[src/sv/assert_macros.svh]
// Assertion helpers shared by the RTL. Defining ASSERT_OFF removes every check.
`ifndef ASSERT_MACROS_SVH
`define ASSERT_MACROS_SVH
`ifndef ASSERT_OFF
// Checked at every rising edge, switched off while reset is asserted.
`define HRFS_ASSERT(lbl, clk, rst_n, prop) \
  lbl: assert property (@(posedge clk) disable iff (!rst_n) prop) \
    else $error("heater relay supervisor assertion failed");
// Checked at every rising edge, reset included.
`define HRFS_ASSERT_ALWAYS(lbl, clk, prop) \
  lbl: assert property (@(posedge clk) prop) \
    else $error("heater relay supervisor assertion failed");
`else
`define HRFS_ASSERT(lbl, clk, rst_n, prop)
`define HRFS_ASSERT_ALWAYS(lbl, clk, prop)
`endif
`endif

[src/sv/hrfs_pkg.sv]
package hrfs_pkg;

  // Supervisor status as reported on the result channel.
  typedef enum logic [2:0] {
    ST_IDLE  = 3'd0,
    ST_MON   = 3'd1,
    ST_PRE   = 3'd2,
    ST_FAULT = 3'd3,
    ST_RESET = 3'd4
  } status_e;

  typedef enum logic [1:0] {
    ORG_NONE      = 2'd0,
    ORG_GENERIC   = 2'd1,
    ORG_OFF_STUCK = 2'd2,
    ORG_ON_OPEN   = 2'd3
  } origin_e;

  // Configuration register indexes (byte address is four times the index).
  typedef enum logic [2:0] {
    REG_PRE_ON      = 3'd0,
    REG_FAULT_ON    = 3'd1,
    REG_SCALE_ON    = 3'd2,
    REG_PRE_OFF     = 3'd3,
    REG_FAULT_OFF   = 3'd4,
    REG_SCALE_OFF   = 3'd5,
    REG_HOT_TIME    = 3'd6,
    REG_HOT_PRESENT = 3'd7
  } reg_idx_e;

  localparam int unsigned CFG_ADDR_W = 5;

  // Heater feedback codes.
  localparam logic [2:0] FB_ON_OK     = 3'd1;
  localparam logic [2:0] FB_OFF_OK    = 3'd2;
  localparam logic [2:0] FB_OFF_ERR   = 3'd3;
  localparam logic [2:0] FB_OFF_STUCK = 3'd4;
  localparam logic [2:0] FB_ON_ERR    = 3'd5;
  localparam logic [2:0] FB_ON_OPEN   = 3'd6;

  // Scale codes for the fault time bases.
  localparam logic [7:0] SCALE_X10  = 8'h10;
  localparam logic [7:0] SCALE_X100 = 8'h18;

  localparam logic [15:0] HOT_DEFAULT_TICKS = 16'd30;
  localparam logic [7:0]  HOT_TIME_RESET    = 8'd3;

  typedef struct packed {
    logic [15:0] pre_on;
    logic [7:0]  fault_on;
    logic [7:0]  scale_on;
    logic [15:0] pre_off;
    logic [7:0]  fault_off;
    logic [7:0]  scale_off;
    logic [7:0]  hot_time;
    logic        hot_present;
  } cfg_t;

  // Phase flags, on_init in the least significant bit.
  typedef struct packed {
    logic filt;
    logic off_rst;
    logic on_rst;
    logic off;
    logic off_init;
    logic on;
    logic on_init;
  } flags_t;

  // Fault time from a base and a scale code; zero under test timers.
  function automatic logic [15:0] fault_time(input logic [7:0] base,
                                             input logic [7:0] scale,
                                             input logic       test);
    logic [15:0] t;
    t = 16'd0;
    if (!test) begin
      if (scale == SCALE_X10) begin
        t = 16'(base) * 16'd10;
      end else if (scale == SCALE_X100) begin
        t = 16'(base) * 16'd100;
      end
    end
    return t;
  endfunction

endpackage

[src/sv/hrfs_if.sv]
// Tick channel into the supervisor.
interface hrfs_in_if;
  logic       valid;
  logic       ready;
  logic [2:0] feedback_code;
  logic       zero_cross_good;
  logic       drive_requested;
  logic       heater_hot;
  logic       test_timers;
  logic       clear_fault;

  modport source (
    output valid, feedback_code, zero_cross_good, drive_requested,
           heater_hot, test_timers, clear_fault,
    input  ready
  );
  modport sink (
    input  valid, feedback_code, zero_cross_good, drive_requested,
           heater_hot, test_timers, clear_fault,
    output ready
  );
endinterface

// Status channel out of the supervisor.
interface hrfs_out_if;
  logic        valid;
  logic        ready;
  logic [2:0]  supervisor_status;
  logic [1:0]  fault_origin;
  logic [15:0] ticks_left;

  modport source (
    output valid, supervisor_status, fault_origin, ticks_left,
    input  ready
  );
  modport sink (
    input  valid, supervisor_status, fault_origin, ticks_left,
    output ready
  );
endinterface

[src/sv/hrfs_cfg.sv]
// Configuration registers behind the APB-style port.
module hrfs_cfg (
  input  logic                             clk_i,
  input  logic                             rst_ni,
  input  logic                             psel,
  input  logic                             penable,
  input  logic                             pwrite,
  input  logic [hrfs_pkg::CFG_ADDR_W-1:0]  paddr,
  input  logic [31:0]                      pwdata,
  output logic [31:0]                      prdata,
  output logic                             pready,
  output hrfs_pkg::cfg_t                   cfg_o
);

  hrfs_pkg::cfg_t   cfg_q, cfg_d;
  hrfs_pkg::reg_idx_e idx;
  logic             wr_en;

  assign pready = 1'b1;
  assign idx    = hrfs_pkg::reg_idx_e'(paddr[4:2]);
  assign wr_en  = psel && penable && pwrite;

  always_comb begin
    cfg_d = cfg_q;
    if (wr_en) begin
      case (idx)
        hrfs_pkg::REG_PRE_ON:      cfg_d.pre_on      = pwdata[15:0];
        hrfs_pkg::REG_FAULT_ON:    cfg_d.fault_on    = pwdata[7:0];
        hrfs_pkg::REG_SCALE_ON:    cfg_d.scale_on    = pwdata[7:0];
        hrfs_pkg::REG_PRE_OFF:     cfg_d.pre_off     = pwdata[15:0];
        hrfs_pkg::REG_FAULT_OFF:   cfg_d.fault_off   = pwdata[7:0];
        hrfs_pkg::REG_SCALE_OFF:   cfg_d.scale_off   = pwdata[7:0];
        hrfs_pkg::REG_HOT_TIME:    cfg_d.hot_time    = pwdata[7:0];
        hrfs_pkg::REG_HOT_PRESENT: cfg_d.hot_present = pwdata[0];
        default: ;
      endcase
    end
  end

  always_comb begin
    case (idx)
      hrfs_pkg::REG_PRE_ON:      prdata = {16'd0, cfg_q.pre_on};
      hrfs_pkg::REG_FAULT_ON:    prdata = {24'd0, cfg_q.fault_on};
      hrfs_pkg::REG_SCALE_ON:    prdata = {24'd0, cfg_q.scale_on};
      hrfs_pkg::REG_PRE_OFF:     prdata = {16'd0, cfg_q.pre_off};
      hrfs_pkg::REG_FAULT_OFF:   prdata = {24'd0, cfg_q.fault_off};
      hrfs_pkg::REG_SCALE_OFF:   prdata = {24'd0, cfg_q.scale_off};
      hrfs_pkg::REG_HOT_TIME:    prdata = {24'd0, cfg_q.hot_time};
      hrfs_pkg::REG_HOT_PRESENT: prdata = {31'd0, cfg_q.hot_present};
      default:                   prdata = 32'd0;
    endcase
  end

  always_ff @(posedge clk_i or negedge rst_ni) begin
    if (!rst_ni) begin
      cfg_q <= '{pre_on: 16'd0, fault_on: 8'd0, scale_on: 8'd0, pre_off: 16'd0,
                 fault_off: 8'd0, scale_off: 8'd0, hot_time: hrfs_pkg::HOT_TIME_RESET,
                 hot_present: 1'b0};
    end else begin
      cfg_q <= cfg_d;
    end
  end

  assign cfg_o = cfg_q;

endmodule

[src/sv/heater_relay_fault_supervisor.sv]
// Channel   Direction  Carries
// in_i      sink       one 10 ms tick: feedback code, zero-cross flag, drive, hot,
//                      test timers, clear fault
// out_o     source     supervisor status, fault origin, ticks left
// APB       slave      eight configuration registers at byte addresses 0 to 28
//
// One item can be accepted in every clock cycle while out_o takes its results; each
// is stepped from the input register into the result register and offered from there.
// The whole supervisor step is one pass of logic from the input register into the
// state and result registers, so the state loop closes through the state registers alone.
// Reset is asynchronous and active low; it clears the handshake and the supervisor state.
// When out_o is stalled the result register holds, the input register still takes
// one more item, and in_i.ready then falls until the result is taken.
`include "assert_macros.svh"

module heater_relay_fault_supervisor #(
  parameter int unsigned FILTER_TICKS = 50
) (
  input  logic                             clk_i,
  input  logic                             rst_ni,
  hrfs_in_if.sink                          in_i,
  hrfs_out_if.source                       out_o,
  input  logic                             psel,
  input  logic                             penable,
  input  logic                             pwrite,
  input  logic [hrfs_pkg::CFG_ADDR_W-1:0]  paddr,
  input  logic [31:0]                      pwdata,
  output logic [31:0]                      prdata,
  output logic                             pready
);

  // The prefault reset filter only ever counts down from FILTER_TICKS.
  localparam int unsigned FW = $clog2(FILTER_TICKS + 1);
  localparam logic [FW-1:0] FILT_LOAD = FW'(FILTER_TICKS);
  localparam logic [15:0]   FILT_16   = 16'(FILTER_TICKS);

  hrfs_pkg::cfg_t cfg;

  hrfs_cfg u_cfg (
    .clk_i   (clk_i),
    .rst_ni  (rst_ni),
    .psel    (psel),
    .penable (penable),
    .pwrite  (pwrite),
    .paddr   (paddr),
    .pwdata  (pwdata),
    .prdata  (prdata),
    .pready  (pready),
    .cfg_o   (cfg)
  );

  // ---------------------------------------------------------------------------
  // Handshake: an input register followed by a result register. The step runs
  // when the input register holds an item and the result register is free or is
  // being emptied in the same cycle.
  // ---------------------------------------------------------------------------
  logic       s1_valid_q;
  logic [2:0] s1_code_q;
  logic       s1_zc_q, s1_drive_q, s1_hot_q, s1_test_q, s1_clr_q;
  logic       out_valid_q;
  logic       adv;

  assign adv        = s1_valid_q && (!out_valid_q || out_o.ready);
  assign in_i.ready = !s1_valid_q || adv;

  always_ff @(posedge clk_i or negedge rst_ni) begin
    if (!rst_ni) begin
      s1_valid_q <= 1'b0;
    end else if (in_i.ready) begin
      s1_valid_q <= in_i.valid;
    end
  end

  always_ff @(posedge clk_i) begin
    if (in_i.valid && in_i.ready) begin
      s1_code_q  <= in_i.feedback_code;
      s1_zc_q    <= in_i.zero_cross_good;
      s1_drive_q <= in_i.drive_requested;
      s1_hot_q   <= in_i.heater_hot;
      s1_test_q  <= in_i.test_timers;
      s1_clr_q   <= in_i.clear_fault;
    end
  end

  // ---------------------------------------------------------------------------
  // Supervisor state.
  // ---------------------------------------------------------------------------
  hrfs_pkg::status_e status_q, status_d;
  hrfs_pkg::origin_e origin_q, origin_d;
  logic [15:0]       ft_q, ft_d;
  logic [FW-1:0]     flt_q, flt_d;
  hrfs_pkg::flags_t  flags_q, flags_d;

  // Timings for this tick, with test timers applied.
  logic [15:0] pre_on_t, pre_off_t, fault_on_t, fault_off_t, hot_t;

  assign pre_on_t  = (s1_test_q && cfg.pre_on  > FILT_16) ? FILT_16 : cfg.pre_on;
  assign pre_off_t = (s1_test_q && cfg.pre_off > FILT_16) ? FILT_16 : cfg.pre_off;
  assign fault_on_t  = hrfs_pkg::fault_time(cfg.fault_on,  cfg.scale_on,  s1_test_q);
  assign fault_off_t = hrfs_pkg::fault_time(cfg.fault_off, cfg.scale_off, s1_test_q);
  assign hot_t = s1_test_q ? 16'd0 :
                 (cfg.hot_present ? 16'(cfg.hot_time) * 16'd10
                                  : hrfs_pkg::HOT_DEFAULT_TICKS);

  logic [2:0] code;
  logic       ev_reset, ev_off_mon, ev_on_mon, ev_on_init, ev_off_init;
  logic       begin_off, begin_on;

  always_comb begin
    // Both timers count down once per tick before anything else happens.
    ft_d     = ft_q - {15'd0, (ft_q != 16'd0)};
    flt_d    = flt_q - FW'(flt_q != '0);
    flags_d  = flags_q;
    status_d = status_q;
    origin_d = origin_q;
    code       = 3'd0;
    ev_reset   = 1'b0;
    ev_off_mon = 1'b0;
    ev_on_mon  = 1'b0;
    begin_off  = 1'b0;
    begin_on   = 1'b0;

    // Feedback classification; skipped entirely while in fault. Without a good
    // zero crossing the feedback is taken to agree with the drive request.
    if (status_q != hrfs_pkg::ST_FAULT) begin
      code = s1_zc_q ? s1_code_q
                     : (s1_drive_q ? hrfs_pkg::FB_ON_OK : hrfs_pkg::FB_OFF_OK);
      case (code) inside
        hrfs_pkg::FB_ON_OK, hrfs_pkg::FB_ON_ERR, hrfs_pkg::FB_ON_OPEN: begin
          flags_d.on_init  = !flags_d.on;
          flags_d.on       = 1'b1;
          flags_d.off      = 1'b0;
          flags_d.off_init = 1'b0;
        end
        hrfs_pkg::FB_OFF_OK, hrfs_pkg::FB_OFF_ERR, hrfs_pkg::FB_OFF_STUCK: begin
          flags_d.off_init = !flags_d.off;
          flags_d.off      = 1'b1;
          flags_d.on       = 1'b0;
          flags_d.on_init  = 1'b0;
        end
        default: ;
      endcase
      case (code) inside
        hrfs_pkg::FB_ON_OK:  flags_d.on_rst  = 1'b1;
        hrfs_pkg::FB_OFF_OK: flags_d.off_rst = 1'b1;
        hrfs_pkg::FB_OFF_ERR, hrfs_pkg::FB_OFF_STUCK,
        hrfs_pkg::FB_ON_ERR,  hrfs_pkg::FB_ON_OPEN: begin
          // Any error cancels a pending reset and its filter.
          flags_d.on_rst  = 1'b0;
          flags_d.off_rst = 1'b0;
          flags_d.filt    = 1'b0;
          flt_d           = '0;
          ev_off_mon = (code == hrfs_pkg::FB_OFF_ERR) || (code == hrfs_pkg::FB_OFF_STUCK);
          ev_on_mon  = (code == hrfs_pkg::FB_ON_ERR)  || (code == hrfs_pkg::FB_ON_OPEN);
        end
        default: ;
      endcase
    end

    ev_on_init  = flags_d.on_init;
    ev_off_init = flags_d.off_init;

    // Good feedback resets monitoring at once; in prefault it must first pass
    // the filter, and the filter starts only with enough fault time left.
    if (flags_d.on_rst || flags_d.off_rst) begin
      if (status_q == hrfs_pkg::ST_MON) begin
        ev_reset = 1'b1;
      end else if (status_q == hrfs_pkg::ST_PRE) begin
        if (ft_d > FILT_16 && !flags_d.filt) begin
          flt_d        = FILT_LOAD;
          flags_d.filt = 1'b1;
        end
        if (flt_d == '0 && flags_d.filt) begin
          ev_reset     = 1'b1;
          flags_d.filt = 1'b0;
        end
      end
    end

    case (status_q)
      hrfs_pkg::ST_IDLE: begin
        if (ev_off_mon) begin
          status_d  = hrfs_pkg::ST_MON;
          begin_off = 1'b1;
        end else if (ev_on_mon) begin
          status_d = hrfs_pkg::ST_MON;
          begin_on = 1'b1;
        end
      end
      hrfs_pkg::ST_RESET: begin
        if (ft_d == 16'd0) begin
          origin_d = hrfs_pkg::ORG_NONE;
          status_d = hrfs_pkg::ST_IDLE;
        end
      end
      hrfs_pkg::ST_MON: begin
        if (ev_reset) begin
          status_d = hrfs_pkg::ST_RESET;
          ft_d     = 16'd0;
        end else if (ft_d == 16'd0) begin
          status_d = hrfs_pkg::ST_PRE;
          if (ev_off_mon) begin
            ft_d = fault_off_t;
          end else if (ev_on_mon) begin
            ft_d = (origin_q == hrfs_pkg::ORG_ON_OPEN && s1_hot_q) ? hot_t : fault_on_t;
          end
        end else if (ev_off_init && ev_off_mon) begin
          begin_off = 1'b1;
        end else if (ev_on_init && ev_on_mon) begin
          begin_on = 1'b1;
        end
      end
      hrfs_pkg::ST_PRE: begin
        if (ev_reset) begin
          status_d = hrfs_pkg::ST_RESET;
          ft_d     = 16'd0;
        end else if (ev_off_init && ev_off_mon) begin
          status_d  = hrfs_pkg::ST_MON;
          begin_off = 1'b1;
        end else if (ev_on_init && ev_on_mon) begin
          status_d = hrfs_pkg::ST_MON;
          begin_on = 1'b1;
        end else if (ft_d == 16'd0) begin
          status_d = hrfs_pkg::ST_FAULT;
        end
      end
      hrfs_pkg::ST_FAULT: begin
        if (s1_clr_q) begin
          status_d = hrfs_pkg::ST_RESET;
        end
      end
      default: ;
    endcase

    // Start of a monitoring period: load the prefault time and record the source.
    if (begin_off) begin
      ft_d     = pre_off_t;
      origin_d = (code == hrfs_pkg::FB_OFF_ERR) ? hrfs_pkg::ORG_GENERIC
                                                : hrfs_pkg::ORG_OFF_STUCK;
    end else if (begin_on) begin
      ft_d     = pre_on_t;
      origin_d = (code == hrfs_pkg::FB_ON_ERR) ? hrfs_pkg::ORG_GENERIC
                                               : hrfs_pkg::ORG_ON_OPEN;
      // From idle, a hot heater with a stuck-open relay goes straight to the fault time.
      if (status_q == hrfs_pkg::ST_IDLE && code != hrfs_pkg::FB_ON_ERR && s1_hot_q) begin
        ft_d = 16'd0;
      end
    end
  end

  always_ff @(posedge clk_i or negedge rst_ni) begin
    if (!rst_ni) begin
      status_q <= hrfs_pkg::ST_IDLE;
      origin_q <= hrfs_pkg::ORG_NONE;
      ft_q     <= 16'd0;
      flt_q    <= '0;
      flags_q  <= '0;
    end else if (adv) begin
      status_q <= status_d;
      origin_q <= origin_d;
      ft_q     <= ft_d;
      flt_q    <= flt_d;
      flags_q  <= flags_d;
    end
  end

  // ---------------------------------------------------------------------------
  // Result register.
  // ---------------------------------------------------------------------------
  logic [2:0]  res_status_q;
  logic [1:0]  res_origin_q;
  logic [15:0] res_ticks_q;

  always_ff @(posedge clk_i or negedge rst_ni) begin
    if (!rst_ni) begin
      out_valid_q <= 1'b0;
    end else if (adv) begin
      out_valid_q <= 1'b1;
    end else if (out_o.ready) begin
      out_valid_q <= 1'b0;
    end
  end

  always_ff @(posedge clk_i) begin
    if (adv) begin
      res_status_q <= status_d;
      res_origin_q <= origin_d;
      res_ticks_q  <= ft_d;
    end
  end

  assign out_o.valid             = out_valid_q;
  assign out_o.supervisor_status = res_status_q;
  assign out_o.fault_origin      = res_origin_q;
  assign out_o.ticks_left        = res_ticks_q;

  // ---------------------------------------------------------------------------
  // Assertions.
  // ---------------------------------------------------------------------------
  // In fault the feedback is ignored: without a clear request nothing moves.
  `HRFS_ASSERT(a_fault_holds, clk_i, rst_ni,
    (adv && status_q == hrfs_pkg::ST_FAULT && !s1_clr_q) |=>
      (status_q == hrfs_pkg::ST_FAULT && $stable(flags_q)))
  // Fault is only entered from prefault.
  `HRFS_ASSERT(a_fault_from_pre, clk_i, rst_ni,
    (adv && status_q != hrfs_pkg::ST_PRE && status_q != hrfs_pkg::ST_FAULT) |=>
      (status_q != hrfs_pkg::ST_FAULT))
  // Idle never carries a fault source.
  `HRFS_ASSERT(a_idle_no_origin, clk_i, rst_ni,
    (status_q == hrfs_pkg::ST_IDLE) |-> (origin_q == hrfs_pkg::ORG_NONE))
  // The reset filter only runs while its flag is set.
  `HRFS_ASSERT(a_filter_flag, clk_i, rst_ni,
    (flt_q != '0) |-> flags_q.filt)

endmodule

[src/flat_wrapper.sv]
// flat-port wrapper written by rule: the top's interface ports become plain ports
module heater_relay_fault_supervisor_flat 
#(
  parameter int unsigned FILTER_TICKS = 50
)
  (clk_i, rst_ni, psel, penable, pwrite, paddr, pwdata, prdata, pready, in_i_valid, in_i_feedback_code, in_i_zero_cross_good, in_i_drive_requested, in_i_heater_hot, in_i_test_timers, in_i_clear_fault, in_i_ready, out_o_valid, out_o_supervisor_status, out_o_fault_origin, out_o_ticks_left, out_o_ready);
  hrfs_in_if in_i_i ();
  hrfs_out_if out_o_i ();
  input  logic clk_i;
  input  logic rst_ni;
  input  logic psel;
  input  logic penable;
  input  logic pwrite;
  input  logic [hrfs_pkg::CFG_ADDR_W-1:0] paddr;
  input  logic [31:0] pwdata;
  output logic [31:0] prdata;
  output logic pready;
  input wire logic [$bits(in_i_i.valid)-1:0] in_i_valid;
  input wire logic [$bits(in_i_i.feedback_code)-1:0] in_i_feedback_code;
  input wire logic [$bits(in_i_i.zero_cross_good)-1:0] in_i_zero_cross_good;
  input wire logic [$bits(in_i_i.drive_requested)-1:0] in_i_drive_requested;
  input wire logic [$bits(in_i_i.heater_hot)-1:0] in_i_heater_hot;
  input wire logic [$bits(in_i_i.test_timers)-1:0] in_i_test_timers;
  input wire logic [$bits(in_i_i.clear_fault)-1:0] in_i_clear_fault;
  output wire logic [$bits(in_i_i.ready)-1:0] in_i_ready;
  output wire logic [$bits(out_o_i.valid)-1:0] out_o_valid;
  output wire logic [$bits(out_o_i.supervisor_status)-1:0] out_o_supervisor_status;
  output wire logic [$bits(out_o_i.fault_origin)-1:0] out_o_fault_origin;
  output wire logic [$bits(out_o_i.ticks_left)-1:0] out_o_ticks_left;
  input wire logic [$bits(out_o_i.ready)-1:0] out_o_ready;
  assign in_i_i.valid = in_i_valid;
  assign in_i_i.feedback_code = in_i_feedback_code;
  assign in_i_i.zero_cross_good = in_i_zero_cross_good;
  assign in_i_i.drive_requested = in_i_drive_requested;
  assign in_i_i.heater_hot = in_i_heater_hot;
  assign in_i_i.test_timers = in_i_test_timers;
  assign in_i_i.clear_fault = in_i_clear_fault;
  assign in_i_ready = in_i_i.ready;
  assign out_o_valid = out_o_i.valid;
  assign out_o_supervisor_status = out_o_i.supervisor_status;
  assign out_o_fault_origin = out_o_i.fault_origin;
  assign out_o_ticks_left = out_o_i.ticks_left;
  assign out_o_i.ready = out_o_ready;
  heater_relay_fault_supervisor #(.FILTER_TICKS(FILTER_TICKS)) u_core (.clk_i(clk_i), .rst_ni(rst_ni), .in_i(in_i_i), .out_o(out_o_i), .psel(psel), .penable(penable), .pwrite(pwrite), .paddr(paddr), .pwdata(pwdata), .prdata(prdata), .pready(pready));
endmodule
[config.mk]
export PLATFORM = sky130hd
export DESIGN_NAME = heater_relay_fault_supervisor_flat
export DESIGN_NICKNAME = d
export VERILOG_FILES = /design/src/sv/hrfs_pkg.sv /design/src/sv/hrfs_if.sv /design/src/sv/hrfs_cfg.sv /design/src/sv/heater_relay_fault_supervisor.sv /design/src/flat_wrapper.sv
export VERILOG_INCLUDE_DIRS = /design/src /design/src/sv
export SDC_FILE = /design/constraint.sdc
export NUM_CORES = 1
export LEC_CHECK = 0
export CAP_MARGIN = 20
export CORE_AREA = 10 10 163 165
export CTS_CLUSTER_SIZE = 10
export DETAILED_ROUTE_END_ITERATION = 10
export DIE_AREA = 0 0 173 175
export DONT_BUFFER_PORTS = 1
export GPL_TIMING_DRIVEN = 0
export PLACE_DENSITY = 0.62
export SLEW_MARGIN = 20
export SYNTH_ARGS = -nofsm -noshare
export SYNTH_HDL_FRONTEND = slang
export SYNTH_SLANG_ARGS = --single-unit
[constraint.sdc]
create_clock -name clk_i -period 11.5 [get_ports clk_i]
set_clock_uncertainty 0.1 [all_clocks]
set_input_delay 1.725 -clock clk_i [delete_from_list [all_inputs] [get_ports clk_i]]
set_output_delay 1.725 -clock clk_i [all_outputs]
set_load 0.02 [all_outputs]
==> metrics.txt <==
# TYPE chip_impl_metric gauge
chip_impl_info{name="critPathKind",value="in -> out"} 1
chip_impl_metric{name="muxShareOfSynthArea",unit="%"} 12.1
chip_impl_metric{name="layout.core_utilization",unit="%"} 48.9
chip_impl_metric{name="post-dp-hpwl",unit="um"} 22900
chip_impl_info{name="worst_setup_path_startpoint",value="paddr[2]"} 1
chip_impl_info{name="min_path_type",value="reg -> reg"} 1
chip_impl_info{name="cts_root_buffer",value="clkbuf_16"} 1
chip_impl_metric{name="final_layout_size_suffix_gt1_share",unit="%"} 15.2
chip_impl_metric{name="detail_route.wl_per_cell",unit="um"} 20.9
chip_impl_metric{name="drt_first_pass_iters",unit=""} 5
chip_impl_metric{name="timing.critical_path.required",unit="ns"} 9.68
chip_impl_metric{name="synth_warnings",unit=""} 0
chip_impl_metric{name="drt_iter0_markers",unit=""} 651
chip_impl_metric{name="leakagePower",unit="nW"} 4.89
chip_impl_metric{name="syn_area",unit="mm^2"} 0.0103
chip_impl_metric{name="antenna_left",unit=""} 0
chip_impl_metric{name="crit_arrival",unit="ns"} 3.67
chip_impl_metric{name="grt_pass1_wl",unit="um"} 47100
chip_impl_metric{name="synthXorXnorAreaFrac",unit="%"} 2.63
chip_impl_metric{name="ctsHoldBuffers",unit=""} 0
chip_impl_info{name="main_combinational_cell_family_by_area_after_synthesis",value="compound AO/OA/AOI/OAI gates"} 1
chip_impl_metric{name="port_buffers",unit=""} 0
chip_impl_metric{name="synth-seq-cells",unit=""} 137
chip_impl_metric{name="clock_tree.htree_level_count",unit=""} 4
chip_impl_metric{name="final_period_minus_worst_setup_slack",unit="ns"} 5.50
chip_impl_info{name="worstSetupEndpointType",value="output pin"} 1
chip_impl_info{name="tritoncts",value="yes"} 1
chip_impl_metric{name="ios",unit=""} 108
chip_impl_metric{name="vias",unit=""} 8477
chip_impl_metric{name="asyncSetResetFlopFracSynth",unit="%"} 78.8
chip_impl_metric{name="rows",unit=""} 56
chip_impl_metric{name="area_fraction_in_compound_gates_after_synthesis",unit="%"} 17.4
chip_impl_metric{name="cts.repair_timing.setup_buffer_count",unit=""} 0
chip_impl_metric{name="die-area",unit="mm^2"} 0.0303
chip_impl_metric{name="fmaxAchievable",unit="MHz"} 182
chip_impl_metric{name="grt.total_usage",unit="%"} 19.4
chip_impl_metric{name="postSynthCellCount",unit=""} 1056
chip_impl_metric{name="avgSynthCellArea",unit="um^2"} 9.78
chip_impl_metric{name="ctsResizeCount",unit=""} 0
chip_impl_metric{name="timing_hold_violations_final",unit=""} 0
chip_impl_metric{name="power_per_cell_area",unit="mW/mm^2"} 209
chip_impl_info{name="critical_path.reg2reg.startpoint",value="u_core.ft_q[8]"} 1
chip_impl_metric{name="timing_max_transition_violations_final",unit=""} 0
chip_impl_metric{name="grt_pass1_vias",unit=""} 8079
chip_impl_metric{name="routed_wire_length",unit="um"} 29700
chip_impl_metric{name="diodes",unit=""} 0
chip_impl_info{name="run_status",value="complete, no violations"} 1
chip_impl_metric{name="grt_antenna_before_repair",unit=""} 0
chip_impl_metric{name="maxCapViolCount",unit=""} 0
chip_impl_metric{name="cts-buffers-inserted",unit=""} 17
chip_impl_metric{name="clkLatencyLatePin",unit="ns"} 0.43
chip_impl_metric{name="crit_path_max_fanout",unit=""} 10
chip_impl_metric{name="via_per_inst",unit=""} 5.96
chip_impl_metric{name="number_of_synthesized_flops_with_an_enable_pin",unit=""} 29
chip_impl_metric{name="final_nets",unit=""} 1248
chip_impl_metric{name="synth.distinct_cells",unit=""} 83
chip_impl_metric{name="numClockSinks",unit=""} 137
chip_impl_metric{name="yosys.area_share.adder",unit="%"} 13.5
chip_impl_metric{name="grt.overflow.total",unit=""} 0
chip_impl_metric{name="synth_simple_gate_area_share",unit="%"} 14.7
chip_impl_metric{name="standard_cell_core_area",unit="mm^2"} 0.0233
chip_impl_metric{name="pin_count_of_the_biggest_net_entering_global_routing",unit=""} 109
chip_impl_metric{name="routabilityCongestion",unit=""} 0.922
chip_impl_metric{name="setup_viol_count_final",unit=""} 0
chip_impl_metric{name="totalNegativeSetupSlack",unit="ns"} 0
chip_impl_info{name="top_flip_flop_cell_by_instance_count_after_synthesis",value="dfrtp_1"} 1
chip_impl_metric{name="worst_supply_voltage_drop_on_vdd",unit="mV"} 0.106
chip_impl_metric{name="drt_drc_violations_left",unit=""} 0
chip_impl_metric{name="yosysSeqAreaShare",unit="%"} 34.6
chip_impl_info{name="start_kind",value="primary input"} 1
chip_impl_info{name="hold_path.startpoint",value="u_core.flags_q[2]"} 1
chip_impl_metric{name="die_height",unit="um"} 175
chip_impl_metric{name="die-width",unit="um"} 173
chip_impl_metric{name="worstMarginPinSlew",unit="ns"} 1.13
chip_impl_metric{name="ratio_of_final_minimum_period_to_clock_period",unit="%"} 47.8
chip_impl_metric{name="clock_tree.buffer_depth",unit=""} 2
chip_impl_info{name="grt_setup_unrepaired",value="false"} 1
chip_impl_metric{name="cts.reportedPaths.clkPinSlew",unit="ns"} 0.07
chip_impl_metric{name="initial_core_utilization",unit="%"} 44.4
chip_impl_metric{name="areaGrowthSynthToFinish",unit="%"} 10.0
chip_impl_metric{name="relSlewSlack",unit="%"} 24.4
cell usage after synthesis, drive strengths merged (5+ instances only):
cell	n	area, um^2
dfrtp	106	2650
ha	97	1210
mux2	92	1040
nor2	74	278
o21ai	69	345
nand2	65	251
inv	61	229
a21oi	54	274
clkbuf	30	113
edfxtp	29	871
buf	26	180
nand2b	23	144
xnor2	19	166
nor3	17	85.1
a22oi	16	120
nand3	16	80.1
a211oi	15	113
a31oi	13	81.3
nor2b	12	75.1
xor2	12	105
o2111ai	11	96.3
o211ai	11	101
and2	10	62.6
mux2i	10	100
nand4	10	62.6
nor4	10	77.6
fa	9	180
and3	8	50.1
or3	8	50.1
a21o	7	52.6
a221oi	7	61.3
o21a	7	52.6
o31ai	7	52.6
a221o	6	60.1
nand3b	6	45.0
nor3b	6	45.0
or4	6	48.8
mux4	5	113
nor4b	5	50.0
o32a	5	50.1
or2	5	31.3
sequential cells by signal (all words and copies together) (netlist names), 2 cells and up:
name,count
u_core.status_q,3
u_core.flt_q,6
u_core.out_o.ticks_left,16
u_core.s1_code_q,3
u_core.ft_q,16
u_core.out_o.fault_origin,2
u_core.flags_q,6
u_core.out_o.supervisor_status,3
u_core.u_cfg.cfg_o,73
u_core.origin_q,2
metal layers:
layer	wire length (um)	GRT usage (%)	up-vias
met5	0	0	-
met3	1980	3.45	29
li1	-	-	3967
met1	13200	26.3	4180
met4	503	4.81	0
met2	14100	31.5	301
critical path: stages:
cell	delay [ns]
buf_1	0.51
clkbuf_1	0.52
mux2i_1	0.14
nor2_1	0.12
a21oi_1	0.06
o21ai_0	0.59
logic make-up after synthesis:
family | Yosys count
simple gates | 289
xor+xnor | 31
buf+inv | 117
other cells | 2
mux | 107
fa+ha+maj | 106
flops | 137
compound gates | 267
layout make-up:
| class | instances | area (um^2) |
|---|---|---|
| Buffer | 56 | 294 |
| Clock buffer | 18 | 429 |
| Clock inverter | 14 | 149 |
| Fill cell | 2253 | 11900 |
| Inverter | 61 | 229 |
| Multi-Input combinational cell | 817 | 6290 |
| Sequential cell | 137 | 3580 |
| Tap cell | 319 | 399 |
worst paths after layout:
kind,endpoint,slack (ns),depth (start not counted)
max,prdata[2],6.00,6
min,u_core.flags_q[2],0.38,2
max in group asynchronous,u_core.u_cfg.cfg_o[2],10.04,0
min in group asynchronous,u_core.flt_q[1],0.89,0
min reg2reg,u_core.flags_q[2],0.38,2
max reg2reg,u_core.ft_q[12],6.42,14
placed cells by master, fill, tap and decap left out, drive strengths merged, types with 6 or more instances in the layout:
| cell | n |
|---|---|
| dfrtp | 106 |
| ha | 97 |
| mux2 | 92 |
| nor2 | 74 |
| o21ai | 69 |
| nand2 | 65 |
| inv | 63 |
| a21oi | 54 |
| clkbuf | 48 |
| edfxtp | 29 |
| buf | 26 |
| nand2b | 23 |
| xnor2 | 19 |
| nor3 | 17 |
| conb | 17 |
| a22oi | 16 |
| nand3 | 16 |
| a211oi | 15 |
| a31oi | 13 |
| nor2b | 12 |
| xor2 | 12 |
| o2111ai | 11 |
| o211ai | 11 |
| mux2i | 10 |
| nand4 | 10 |
| nor4 | 10 |
| and2 | 10 |
| fa | 9 |
| or3 | 8 |
| and3 | 8 |
| a221oi | 7 |
| o31ai | 7 |
| a21o | 7 |
| o21a | 7 |
| nand3b | 6 |
| nor3b | 6 |
| a221o | 6 |
| or4 | 6 |
where the power goes:
part           total, mW  switching [mW]  internal, mW
Combinational       1.01           0.570         0.444
Clock              0.547           0.227         0.320
Sequential         0.811           0.177         0.634
Total               2.37           0.974          1.40
per-stage QoR:
stage | total power [mW] | cell area [um^2] | hold WS (ns) | worst slack [ns] | instances
after floorplan | 1.54 | 10400 | 0.344 | 6.48 | 1071
after global placement | 1.81 | 10800 | 0.363 | 5.97 | 1390
after global routing | 2.54 | 11400 | 0.405 | 5.86 | 1422
after CTS | 2.37 | 11400 | 0.387 | 6.00 | 1422
final | 2.37 | 11400 | 0.384 | 6.00 | 1422
after detailed placement | 1.82 | 10800 | 0.372 | 6.00 | 1390
(Power assumes the default switching activity.)
